==> config.mk <==
export PLATFORM = sky130hd
export DESIGN_NAME = mi3_queue
export DESIGN_NICKNAME = d
export VERILOG_FILES = /design/src/design/mi3_pkg.sv /design/src/design/mi3_queue.sv
export SDC_FILE = /design/constraint.sdc
export NUM_CORES = 1
export LEC_CHECK = 0
export BUFFER_PORTS_ARGS = -buffer_cell sky130_fd_sc_hd__buf_2
export CORE_ASPECT_RATIO = 1.1
export CORE_MARGIN = 1
export CORE_UTILIZATION = 52
export DETAILED_ROUTE_END_ITERATION = 8
export PLACE_DENSITY = 0.84
export SETUP_SLACK_MARGIN = 0.05
export SYNTH_ARGS = -nofsm -noshare
export SYNTH_HDL_FRONTEND = slang
export SYNTH_SLANG_ARGS = --single-unit
==> constraint.sdc <==
create_clock -name clk_i -period 3.5 [get_ports clk_i]
set_input_delay 0.35 -clock clk_i [delete_from_list [all_inputs] [get_ports clk_i]]
set_output_delay 0.35 -clock clk_i [all_outputs]
set_load 0.02 [all_outputs]
==> src/design/mi3_pkg.sv <==
// ----------------------------------------------------------------------------
// mi3_pkg
// Shared constants for the 3x3 matrix inverse core.
// ----------------------------------------------------------------------------
package mi3_pkg;

  localparam int ELEM_WIDTH_DEF = 24;
  localparam int FRAC_BITS_DEF  = 16;
  localparam int NUM_ELEM       = 9;
  localparam int THRESH_W       = 32;
  localparam logic [THRESH_W-1:0] THRESH_RESET = 32'd4295;

endpackage

==> src/design/mi3_queue.sv <==
// ----------------------------------------------------------------------------
// mi3_queue
// Two-entry request queue between the front and back pipelines.
// ----------------------------------------------------------------------------
module mi3_queue #(
  parameter int W = 8
) (
  input  logic         clk_i,
  input  logic         rst_ni,
  input  logic         in_valid_i,
  output logic         in_ready_o,
  input  logic [W-1:0] in_data_i,
  output logic         out_valid_o,
  input  logic         out_ready_i,
  output logic [W-1:0] out_data_o
);
  import mi3_pkg::*;

  logic [W-1:0] ent_q [2];
  logic [1:0]   cnt_q;
  logic         wr_q, rd_q;
  logic         push, pop;

  assign in_ready_o  = (cnt_q != 2'd2);
  assign out_valid_o = (cnt_q != 2'd0);
  assign out_data_o  = ent_q[rd_q];
  assign push = in_valid_i && in_ready_o;
  assign pop  = out_valid_o && out_ready_i;

  always_ff @(posedge clk_i or negedge rst_ni) begin
    if (!rst_ni) begin
      cnt_q <= '0;
      wr_q  <= 1'b0;
      rd_q  <= 1'b0;
    end else begin
      if (push) wr_q <= !wr_q;
      if (pop)  rd_q <= !rd_q;
      if (push && !pop)      cnt_q <= cnt_q + 2'd1;
      else if (pop && !push) cnt_q <= cnt_q - 2'd1;
    end
  end

  always_ff @(posedge clk_i) begin
    if (push) ent_q[wr_q] <= in_data_i;
  end

endmodule

Word-level counts from Yosys, hierarchy flattened
Memory sizes are Yosys's and may differ from the RTL's.
Index checks and enable logic that the tools add are counted.
W data, S select, Z words.
- reduce and logical (&&, ||, !) cells: 10
- multiplexer cells: 4
- add/sub/neg operators: 2
- equality and inequality tests: 1
- operators by type and width (kind ; number):
    $logic_and A1 B1 Y1 ; 4
    $logic_not A1 Y1 ; 4
    $mux W2 ; 2
    $reduce_bool A2 Y1 ; 2
    $add A2 B1 Y2 const B ; 1
    $mux W1 ; 2
    $ne A2 B2 Y1 const B ; 1
    $sub A2 B1 Y2 const B ; 1
- RAM bits: 16
- memories: 1
- register bits after elaboration: 4
- output and inout bits: 10
- memory list (memory ; depth ; bits a word ; rd ports ; clocked after Yosys merged registers in ; write ports ; RTL line ; source):
    ent_q ; 2 ; 8 ; 1 ; 0 ; 1 ; mi3_queue.sv:19 ; logic [W-1:0] ent_q [2];

Longest topological paths before layout
Gate-level depths: netlist of the first run.
- word-level depth: 6
- gate-level depth with buffers: 7

Worst setup path before layout of the first run
No wires, ideal clock.
- kind: register -> register
- start point: reg cnt_q[0]
- end point: mem ent_q[0][0] (enable)
- setup slack: 2.085 ns
- arrival time: 1.045 ns
- cell stages (with the launch flop): 4
- period minus slack after synthesis: 1.415 ns
- cells stage by stage: dfrtp_1 > nand2b_4 > nand2_1 > nor2_1
- cells in the longest elaborated chain, start to end: 4
- RTL lines (element ; RTL line ; source):
    from (decl) ; mi3_queue.sv:20 ; logic [1:0] cnt_q;
    from (signal assigned) ; mi3_queue.sv:38 ; if (push && !pop) cnt_q <= cnt_q + 2'd1;
    from (signal assigned) ; mi3_queue.sv:39 ; else if (pop && !push) cnt_q <= cnt_q - 2'd1;
    $ne A2 B2 Y1 ; mi3_queue.sv:24 ; assign in_ready_o = (cnt_q != 2'd2);
    named net in_ready_o ; mi3_queue.sv:11 ; output logic in_ready_o,
    $logic_and A1 B1 Y1 ; mi3_queue.sv:27 ; assign push = in_valid_i && in_ready_o;
    $mux W1 ; mi3_queue.sv:44 ; if (push) ent_q[wr_q] <= in_data_i;
    $mux W1 (not written as such) ; mi3_queue.sv:44 ;
    to (decl) ; mi3_queue.sv:19 ;
The timed path passes the listed nets, and every way through them passes these cells.

Worst setup path in the final report of the first run
- start point: reg rd_q
- end point: out out_data_o[5]
- cells in the longest elaborated chain, start to end: 1
- RTL lines (element ; RTL line ; source):
    from (decl) ; mi3_queue.sv:21 ; logic wr_q, rd_q;
    from (signal assigned) ; mi3_queue.sv:37 ; if (pop) rd_q <= !rd_q;
    $mem_v2 Z2 W8 ; -- ;
    to (decl) ; mi3_queue.sv:15 ; output logic [W-1:0] out_data_o
No other way between the ends.

==> results.yml, run 1 <==
setup_path:
  regToRegEndpoint: "ent_q[0][1]"
  r2r-start: "cnt_q[0]"
  startpoint: "rd_q"
  r2r_setup_slack_ps: 1960
  worst-setup-path-type: "reg -> out"
  critical_path.endpoint_type: "output pin"
  critPathMaxFanout: 9
  cp.required_ps: 3150
  reg2regPathDepth: 3
  crit_path_end: "out_data_o[5]"
  start_kind: "register"
  critical_path_data_arrival_time_ps: 1420
logic_synthesis:
  ys_types: 14
  syn_area_per_cell_um2: 18.3
  yosys_register_bits: 20
  synth.yosys.warnings: 0
  synth_top_cell_by_area: "edfxtp_1"
  yosysSeqAreaShare_pct: 73.8
  syn-cell-area_um2: 787
  synth_top_area_cells: "edfxtp_1 (61%), dfrtp_1 (13%), mux2_2 (11%)"
  count_of_mapped_cells_out_of_synthesis: 43
  synthesis.nets: 56
  synthDominantCellAreaShare_pct: 61.0
clock_tree:
  resized_cells_post_cts: 0
  cts_buffers: 3
  clk_pin_slew_worst_paths_ps: 110
  tritoncts: "yes"
  cts.root.buffer_cell: "clkbuf_4"
  max_h_tree_level: 1
  maximum_root_to_sink_buffer_count: 2
  worstSkewPairLatency_ps: 290
  postCtsSetupBuffers: 0
  cts_num_sinks: 20
routing:
  initialDrtViolationCount: 11
  dr_total_vias: 435
  totalWireLength_um: 1120
  vias_per_cell: 5.18
  postRouteAntennaNets: 0
  routedWlPerCell_um: 13.4
  drcViolationCount: 0
  dr.pass1.iters: 4
die:
  die_x_um: 39.1
  start_util_pct: 56.9
  floorplan.io_pins: 22
  floorplan.rows: 14
  floorplan.core_area_um2: 1380
  fp.dieArea_um2: 1670
  dieHeight_um: 42.8
grt:
  grt_pass1_vias: 436
  wire_length_of_the_first_global_routing_pass_um: 1740
  groute.usage.overall_pct: 15.9
  pin_count_of_the_biggest_net_entering_global_routing: 12
  grt.overflow.total: 0
  grt_antenna_before_repair: 0
power:
  irDropWorstVdd_uv: 558
  power_report.internal_total_w: 0.000518
  clock_share_of_power_pct: 13.5
  power.net_switching_w: 0.000275
  seq_power_share_pct: 48.5
  p_leak_nw: 0.388
  power.switching_fraction_pct: 34.7
  p_comb_share_pct: 38.0
  power.density_cell_area_nw_per_um2: 840
sta:
  slew-limit-headroom_pct: 57.3
  period_minus_slack_ps: 1770
  clock.fmax_ghz: 0.566
  timing_hold_violations_final: 0
  fin_skew_ps: 9.05
  post-route-period-util_pct: 50.5
  report.final.setup_viol: 0
  maxSlewViolCount: 0
  tightestPinTransition_ps: 638
  setup_tns_ps: 0
  rsz0062_at_grt: "false"
placed_design:
  placed_area_um2: 907
  hpwl_um: 826
  placement.io_buffers: 21
  gp_congestion: 0.712
cells_and_area:
  area_growth_syn_to_layout_pct: 19.9
  post-route-cell-area_um2: 943
  nNetsFinal: 82
  num-fill-cells: 100
  share_of_cells_above_drive_strength_1_pct: 51.5
  num_antenna_cells: 0
min_path:
  timing.hold.worst.class: "in -> reg"
outcome:
  run_status: "complete, no violations"
run:
  maxCapViolCount: 0
-- layout make-up --
cell class	count	area (µm²)	share of cell area, %
multi-input combinational	21	198	21.0
timing repair buffer	22	115	12.2
tap	16	20.0	2.12
clock buffer	4	26.3	2.79
sequential	20	581	61.5
inverter	1	3.75	0.398
-- cells by family after synthesis --
group                    after synthesis  share of synthesized area, %
buffers and inverters                  2                          1.11
adder cells (fa/ha/maj)                1                          1.59
XOR/XNOR                               5                          5.57
flip-flops                            20                          73.8
multiplexers                           8                          11.4
AND/OR/NAND/NOR                        7                          6.52
-- per-layer routing --
metal / global-route usage (%) / routed length, µm
met5: 0 / 0
met4: 6.21 / 0
met2: 27.0 / 611
met1: 18.2 / 474
met3: 4.71 / 37
-- cell usage after synthesis --
| library cell | instances |
|---|---|
| or2_4 | 1 |
| nand2_1 | 1 |
| nand2b_4 | 1 |
| and3_1 | 1 |
| nand2_4 | 1 |
| nor2_1 | 2 |
| dfrtp_1 | 4 |
| xnor2_1 | 3 |
| mux2_2 | 8 |
| xor2_1 | 2 |
| ha_1 | 1 |
| buf_2 | 1 |
| edfxtp_1 | 16 |
| inv_1 | 1 |
-- timing repair --
action                     CTS  global route
setup endpoints to repair    0             0
hold endpoints to repair     4             0
hold buffers                 1             0
-- worst min path at each step --
| stage | start | endpoint | cells past startpoint |
|---|---|---|---|
| 2_1_floorplan | rst_ni | cnt_q[0] | 0 |
| 3_3_place_gp | rst_ni | cnt_q[0] | 1 |
| 3_5_place_dp | rst_ni | cnt_q[0] | 1 |
| 4_1_cts | in_data_i[0] | ent_q[0][0] | 1 |
| 5_1_grt | in_data_i[0] | ent_q[1][0] | 1 |
| 6_report | in_data_i[0] | ent_q[1][0] | 1 |
-- power by group through the flow --
stage               registers, W  logic, W  clock network, W
CTS                     0.000386  0.000306          0.000112
floorplan               0.000362  0.000248                 0
detailed placement      0.000390  0.000303                 0
global route            0.000391  0.000325          0.000121
finish                  0.000385  0.000301          0.000107
global placement        0.000387  0.000297                 0
-- flip-flops by register name (all words and copies together) (netlist names) --
| register | count |
|---|---|
| rd_q | 1 |
| wr_q | 1 |
| cnt_q | 2 |
| ent_q | 16 |
-- cells in the final DEF (no fill, tap or decap), drive strengths merged --
| cell type | instances |
|---|---|
| buf | 21 |
| edfxtp | 16 |
| mux2 | 8 |
| dfrtp | 4 |
| clkbuf | 4 |
| xnor2 | 3 |
| nor2 | 2 |
| xor2 | 2 |
| nand2 | 2 |
| nand2b | 1 |
| inv | 1 |
| or2 | 1 |
| and3 | 1 |
| ha | 1 |
| dlygate4sd3 | 1 |
-- stage by stage --
stage	utilization (%)	hold slack (ps)	cells	setup slack, ps	total power (W)
CTS	68.2	230	84	1710	0.000803
floorplan	-	54.4	43	2080	0.000610
global placement	65.6	160	79	2020	0.000685
finish	68.2	240	84	1730	0.000793
detailed placement	65.6	162	79	1940	0.000693
global route	68.2	219	84	1660	0.000837
-- worst max-delay path, cell delays in order (launching register included) --
cell and delay, ps:
dfrtp_1 590, mux2_2 380, buf_2 160
No activity file was read; power rests on OpenSTA's default activity.
==> inputs of run 2 (changes only) <==
--- a/config.mk
+++ b/config.mk
@@ -8,9 +8,9 @@
 export BUFFER_PORTS_ARGS = -buffer_cell sky130_fd_sc_hd__buf_2
 export CORE_ASPECT_RATIO = 1.1
 export CORE_MARGIN = 1
-export CORE_UTILIZATION = 52
+export CORE_UTILIZATION = 48
 export DETAILED_ROUTE_END_ITERATION = 8
-export PLACE_DENSITY = 0.84
+export PLACE_DENSITY = 0.78
 export SETUP_SLACK_MARGIN = 0.05
 export SYNTH_ARGS = -nofsm -noshare
 export SYNTH_HDL_FRONTEND = slang
==> constraint.sdc (replaced) <==
create_clock -name clk_i -period 1.8 [get_ports clk_i]
set_input_delay 0.18 -clock clk_i [delete_from_list [all_inputs] [get_ports clk_i]]
set_output_delay 0.18 -clock clk_i [all_outputs]
set_load 0.02 [all_outputs]
==> run 2 against run 1 <==
Non-clock buffer count is 1 higher. Hold slack worse by 170 ps. Clock skew is 1.1 ps lower. Die area is 7.9% higher. Cell area is 0.80% higher. Via count is 3.4% lower. Cell count is 1.2% higher. Largest cell class unchanged.
==> results.yml, run 2 (synthesized netlist as in run 1, its figures left out) <==
outcome:
  run_status: "complete, no violations"
placed_design:
  hpwl_um: 912
  placement.io_buffers: 21
  gp_congestion: 0.633
  pre_cts_slack_ps: 311
die:
  die_x_um: 40.6
  dieHeight_um: 44.5
  floorplan.io_pins: 22
  floorplan.core_area_um2: 1450
  fp.dieArea_um2: 1810
  start_util_pct: 54.1
  floorplan.rows: 14
sta:
  final_critical_path_setup_slack_ps: 184
  setup_tns_ps: 0
  fin_skew_ps: 7.93
  maxSlewViolCount: 0
  report.final.setup_viol: 0
  timing_hold_violations_final: 0
  clock.fmax_ghz: 0.619
  rsz0062_at_grt: "false"
  period_minus_slack_ps: 1620
  post-route-period-util_pct: 89.8
  holdWs_ps: 71.2
  tightestPinTransition_ps: 414
  slew-limit-headroom_pct: 72.4
cells_and_area:
  area_growth_syn_to_layout_pct: 20.8
  largest_register_ff_count: 16
  regs_by_ff_count: "ent_q (16), cnt_q (2)"
  nNetsFinal: 83
  final_cell_mix: "buf_2 (21), edfxtp_1 (16), mux2_2 (8), dfrtp_1 (4)"
  fin_util_pct: 65.4
  layout.cells.most_common: "buf_2"
  share_of_cells_above_drive_strength_1_pct: 52.2
  num_antenna_cells: 0
  num-fill-cells: 104
  top_register: "ent_q"
grt:
  groute.usage.overall_pct: 15.9
  grt.overflow.total: 0
  wire_length_of_the_first_global_routing_pass_um: 1840
  grt_pass1_vias: 428
  grt_antenna_before_repair: 0
  pin_count_of_the_biggest_net_entering_global_routing: 12
power:
  seq_power_share_pct: 48.1
  p_comb_share_pct: 38.9
  power_report.internal_total_w: 0.00101
  power_w: 0.00156
  power.net_switching_w: 0.000552
  p_leak_nw: 0.393
  clock_share_of_power_pct: 13.0
  irDropWorstVdd_uv: 959
  power.density_cell_area_nw_per_um2: 1640
  power.switching_fraction_pct: 35.4
min_path:
  hold_path.startpoint: "in_data_i[2]"
  min_delay_worst_endpoint: "ent_q[0][2]"
  timing.hold.worst.class: "in -> reg"
  worst_hold_path.num_cells: 1
routing:
  postRouteAntennaNets: 0
  routedWlPerCell_um: 14.1
  totalWireLength_um: 1200
  drcViolationCount: 0
  initialDrtViolationCount: 8
  dr.pass1.iters: 4
  dr_total_vias: 420
  vias_per_cell: 4.94
clock_tree:
  tritoncts: "yes"
  cts_num_sinks: 20
  worstSkewPairLatency_ps: 290
  maximum_root_to_sink_buffer_count: 2
  cts_buffers: 3
  clk_pin_slew_worst_paths_ps: 110
  cts.root.buffer_cell: "clkbuf_4"
  max_h_tree_level: 1
  resized_cells_post_cts: 0
setup_path:
  critical_path_data_arrival_time_ps: 1440
  r2r_setup_slack_ps: 320
  worst-setup-path-type: "reg -> out"
  critical_path.endpoint_type: "output pin"
  cp.required_ps: 1620
  start_kind: "register"
  r2r-start: "cnt_q[0]"
  critPathMaxFanout: 9
  reg2regPathDepth: 7
  regToRegEndpoint: "cnt_q[1]"
run:
  maxCapViolCount: 0
==> run 2: final cells by class <==
type / count / area [µm²] / share of cell area [%]
Multi-Input combinational cell: 21 / 198 / 20.8
Clock inverter: 1 / 3.75 / 0.395
Inverter: 1 / 3.75 / 0.395
Timing Repair Buffer: 23 / 123 / 12.9
Sequential cell: 20 / 581 / 61.1
Tap cell: 16 / 20.0 / 2.11
Clock buffer: 3 / 22.5 / 2.37
==> run 2: metrics by stage <==
| step | cells | cell area (µm²) |
|---|---|---|
| 3_5_place_dp | 80 | 915 |
| 5_1_grt | 85 | 951 |
| 2_1_floorplan | 43 | 787 |
| 3_3_place_gp | 80 | 915 |
| 4_1_cts | 85 | 951 |
| 6_report | 85 | 951 |
==> run 2: worst max path at each step <==
stage,endpoint,cells past startpoint,slack (ps),from
after floorplan,ent_q[0][0],3,380,cnt_q[0]
after global placement,cnt_q[1],6,410,cnt_q[0]
after detailed placement,cnt_q[1],6,310,cnt_q[0]
after CTS,out_data_o[6],2,170,rd_q
after global routing,out_data_o[1],2,120,rd_q
final,out_data_o[6],2,180,rd_q
==> run 2: metal layers <==
layer / track usage [%] / share of wire (%)
met1: 20.3 / 42
met2: 25.1 / 52
met3: 4.52 / 5.7
met4: 6.00 / 0
met5: 0 / 0
==> run 2: timing repair <==
item | 4_1_cts | 5_1_grt
setup buffers | 0 | 0
hold buffers | 1 | 0
endpoints found under the hold margin | 4 | 0
endpoints found under the setup margin | 0 | 0
==> run 2: worst max-delay path, stage by stage, from the launching register on <==
cell and delay, ps:
dfrtp_1 600, mux2_2 390, buf_2 160
==> run 2: power by group through the flow <==
stage / registers [W] / clock network, W / logic (W)
floorplan: 0.000704 / 0 / 0.000483
global placement: 0.000750 / 0 / 0.000593
detailed placement: 0.000764 / 0 / 0.000612
CTS: 0.000752 / 0.000212 / 0.000617
global route: 0.000769 / 0.000237 / 0.000655
finish: 0.000751 / 0.000204 / 0.000607
==> inputs of run 3 (changes only) <==
--- a/config.mk
+++ b/config.mk
@@ -10,7 +10,8 @@
 export CORE_MARGIN = 1
 export CORE_UTILIZATION = 48
 export DETAILED_ROUTE_END_ITERATION = 8
-export PLACE_DENSITY = 0.78
+export HOLD_SLACK_MARGIN = 0.08
+export PLACE_DENSITY = 0.75
 export SETUP_SLACK_MARGIN = 0.05
 export SYNTH_ARGS = -nofsm -noshare
 export SYNTH_HDL_FRONTEND = slang
==> run 3 against run 2 <==
Routed wire length up 3.0%. Fmax down 0.17%. Highest routed layer is now met4. Clock skew down 5.5 ps. Sequential share of layout area down 4.7 points. Cell area up 8.4%. Worst setup slack worse by 2.7 ps. Clock power up 2%. Cell count up 9.4%. Largest cell class unchanged.
==> results.yml, run 3 (synthesized netlist as in run 1, its figures left out) <==
setup_path:
  worst-setup-path-type: "reg -> out"
  worst_path_dominant_cell_family: "flip-flops"
  critPathBufInv: 1
  critical_path_data_arrival_time_ps: 1440
  crit_chain: "mux2_2 -> buf_2"
  critPathMaxFanout: 9
  critPathSlowestCell: "dfrtp_1"
  start_kind: "register"
  critical_path.endpoint_type: "output pin"
  cp.required_ps: 1620
  critPathMaxStageDelay_ps: 600
die:
  dieHeight_um: 44.5
  start_util_pct: 54.1
  floorplan.rows: 14
  floorplan.io_pins: 22
  floorplan.core_area_um2: 1450
  fp.dieArea_um2: 1810
  die_x_um: 40.6
sta:
  slew-limit-headroom_pct: 73.1
  rsz0062_at_grt: "false"
  clock.fmax_ghz: 0.618
  timing_hold_violations_final: 0
  maxSlewViolCount: 0
  report.final.setup_viol: 0
  fin_skew_ps: 2.38
  post-route-period-util_pct: 89.9
  setup_tns_ps: 0
  tightestPinTransition_ps: 403
  period_minus_slack_ps: 1620
cells_and_area:
  num_antenna_cells: 0
  register_area_um2: 581
  num-fill-cells: 99
  top_register: "ent_q"
  post-route-cell-area_um2: 1030
  regs_by_ff_count: "ent_q (16), cnt_q (2)"
  share_of_cells_above_drive_strength_1_pct: 46.8
  multiInputGateArea_um2: 198
  area_growth_syn_to_layout_pct: 31.0
  final_cell_mix: "buf_2 (21), edfxtp_1 (16), dlygate4sd3_1 (9), mux2_2 (8), dfrtp_1 (4)"
  nNetsFinal: 91
  largest_register_ff_count: 16
  layout.cells.most_common: "buf_2"
  fin_util_pct: 70.9
power:
  irDropWorstVdd_uv: 1150
  clock_share_of_power_pct: 13.3
  power.net_switching_w: 0.000539
  seq_power_share_pct: 47.6
  power_report.internal_total_w: 0.00103
  p_comb_share_pct: 39.1
  p_leak_nw: 0.426
  power.density_cell_area_nw_per_um2: 1520
  power.switching_fraction_pct: 34.4
routing:
  dr_total_vias: 450
  vias_per_cell: 4.84
  drcViolationCount: 0
  totalWireLength_um: 1230
  initialDrtViolationCount: 7
  routedWlPerCell_um: 13.3
  postRouteAntennaNets: 0
  dr.pass1.iters: 4
clock_tree:
  cts_num_sinks: 20
  worstSkewPairLatency_ps: 290
  postCtsSetupBuffers: 0
  cts_buffers: 3
  tritoncts: "yes"
  maximum_root_to_sink_buffer_count: 2
  cts.root.buffer_cell: "clkbuf_4"
  max_h_tree_level: 1
  clk_pin_slew_worst_paths_ps: 100
placed_design:
  placement.io_buffers: 21
  gp_congestion: 0.673
  placed_area_um2: 915
grt:
  grt_antenna_before_repair: 0
  wire_length_of_the_first_global_routing_pass_um: 1930
  groute.usage.overall_pct: 16.9
  pin_count_of_the_biggest_net_entering_global_routing: 12
  grt_pass1_vias: 468
  grt.overflow.total: 0
min_path:
  timing.hold.worst.class: "in -> reg"
outcome:
  run_status: "complete, no violations"
run:
  maxCapViolCount: 0
run 3: area by class of cell:
cell class                      count  area share, %
Clock buffer                        4           2.55
Tap cell                           16           1.94
Timing Repair Buffer               31           19.7
Sequential cell                    20           56.3
Multi-Input combinational cell     21           19.2
Inverter                            1          0.364
run 3: final timing paths:
check,startpoint,cells past startpoint,slack (ps),endpoint
setup / recovery,rd_q,2,180,out_data_o[2]
hold / removal,out_ready_i,3,150,rd_q
setup reg to reg,cnt_q[0],7,350,cnt_q[1]
hold reg to reg,wr_q,1,510,wr_q
max in group asynchronous,rst_ni,2,1470,rd_q
min in group asynchronous,rst_ni,2,220,cnt_q[1]
run 3: repair_timing:
item | in CTS | in global routing
hold buffers | 8 | 1
hold endpoints to repair | 17 | 2
gates resized for setup | 0 | 0
run 3: stage by stage:
stage               worst slack, ps  instances  hold WS [ps]  power [W]
floorplan                       385         43          -116    0.00119
global placement                413         80         -6.89    0.00134
detailed placement              381         80         -9.61    0.00135
CTS                             181         92          89.1    0.00158
global route                    115         93           153    0.00166
finish                          181         93           150    0.00157
run 3: worst reg2reg max path, delay by kind of cell (launching register included):
family | cells | cell delay [ps]
buf+inv | 1 | 60
flops | 1 | 440
xor+xnor | 2 | 290
fa+ha+maj | 1 | 200
simple gates | 3 | 410
run 3: metal layers:
metal  track usage (%)  vias to the layer above  wire length, µm
li1                  -                      221                -
met2              29.2                       14              670
met4              8.67                        0                6
met1              18.0                      213              501
met3              4.52                        2               54
met5                 0                        -                0
run 3: power groups by stage:
stage,logic (W),clock network [W],registers [W]
final,0.000613,0.000208,0.000745
after global routing,0.000671,0.000230,0.000761
after detailed placement,0.000597,0,0.000756
after floorplan,0.000483,0,0.000704
after global placement,0.000593,0,0.000748
after CTS,0.000618,0.000212,0.000746
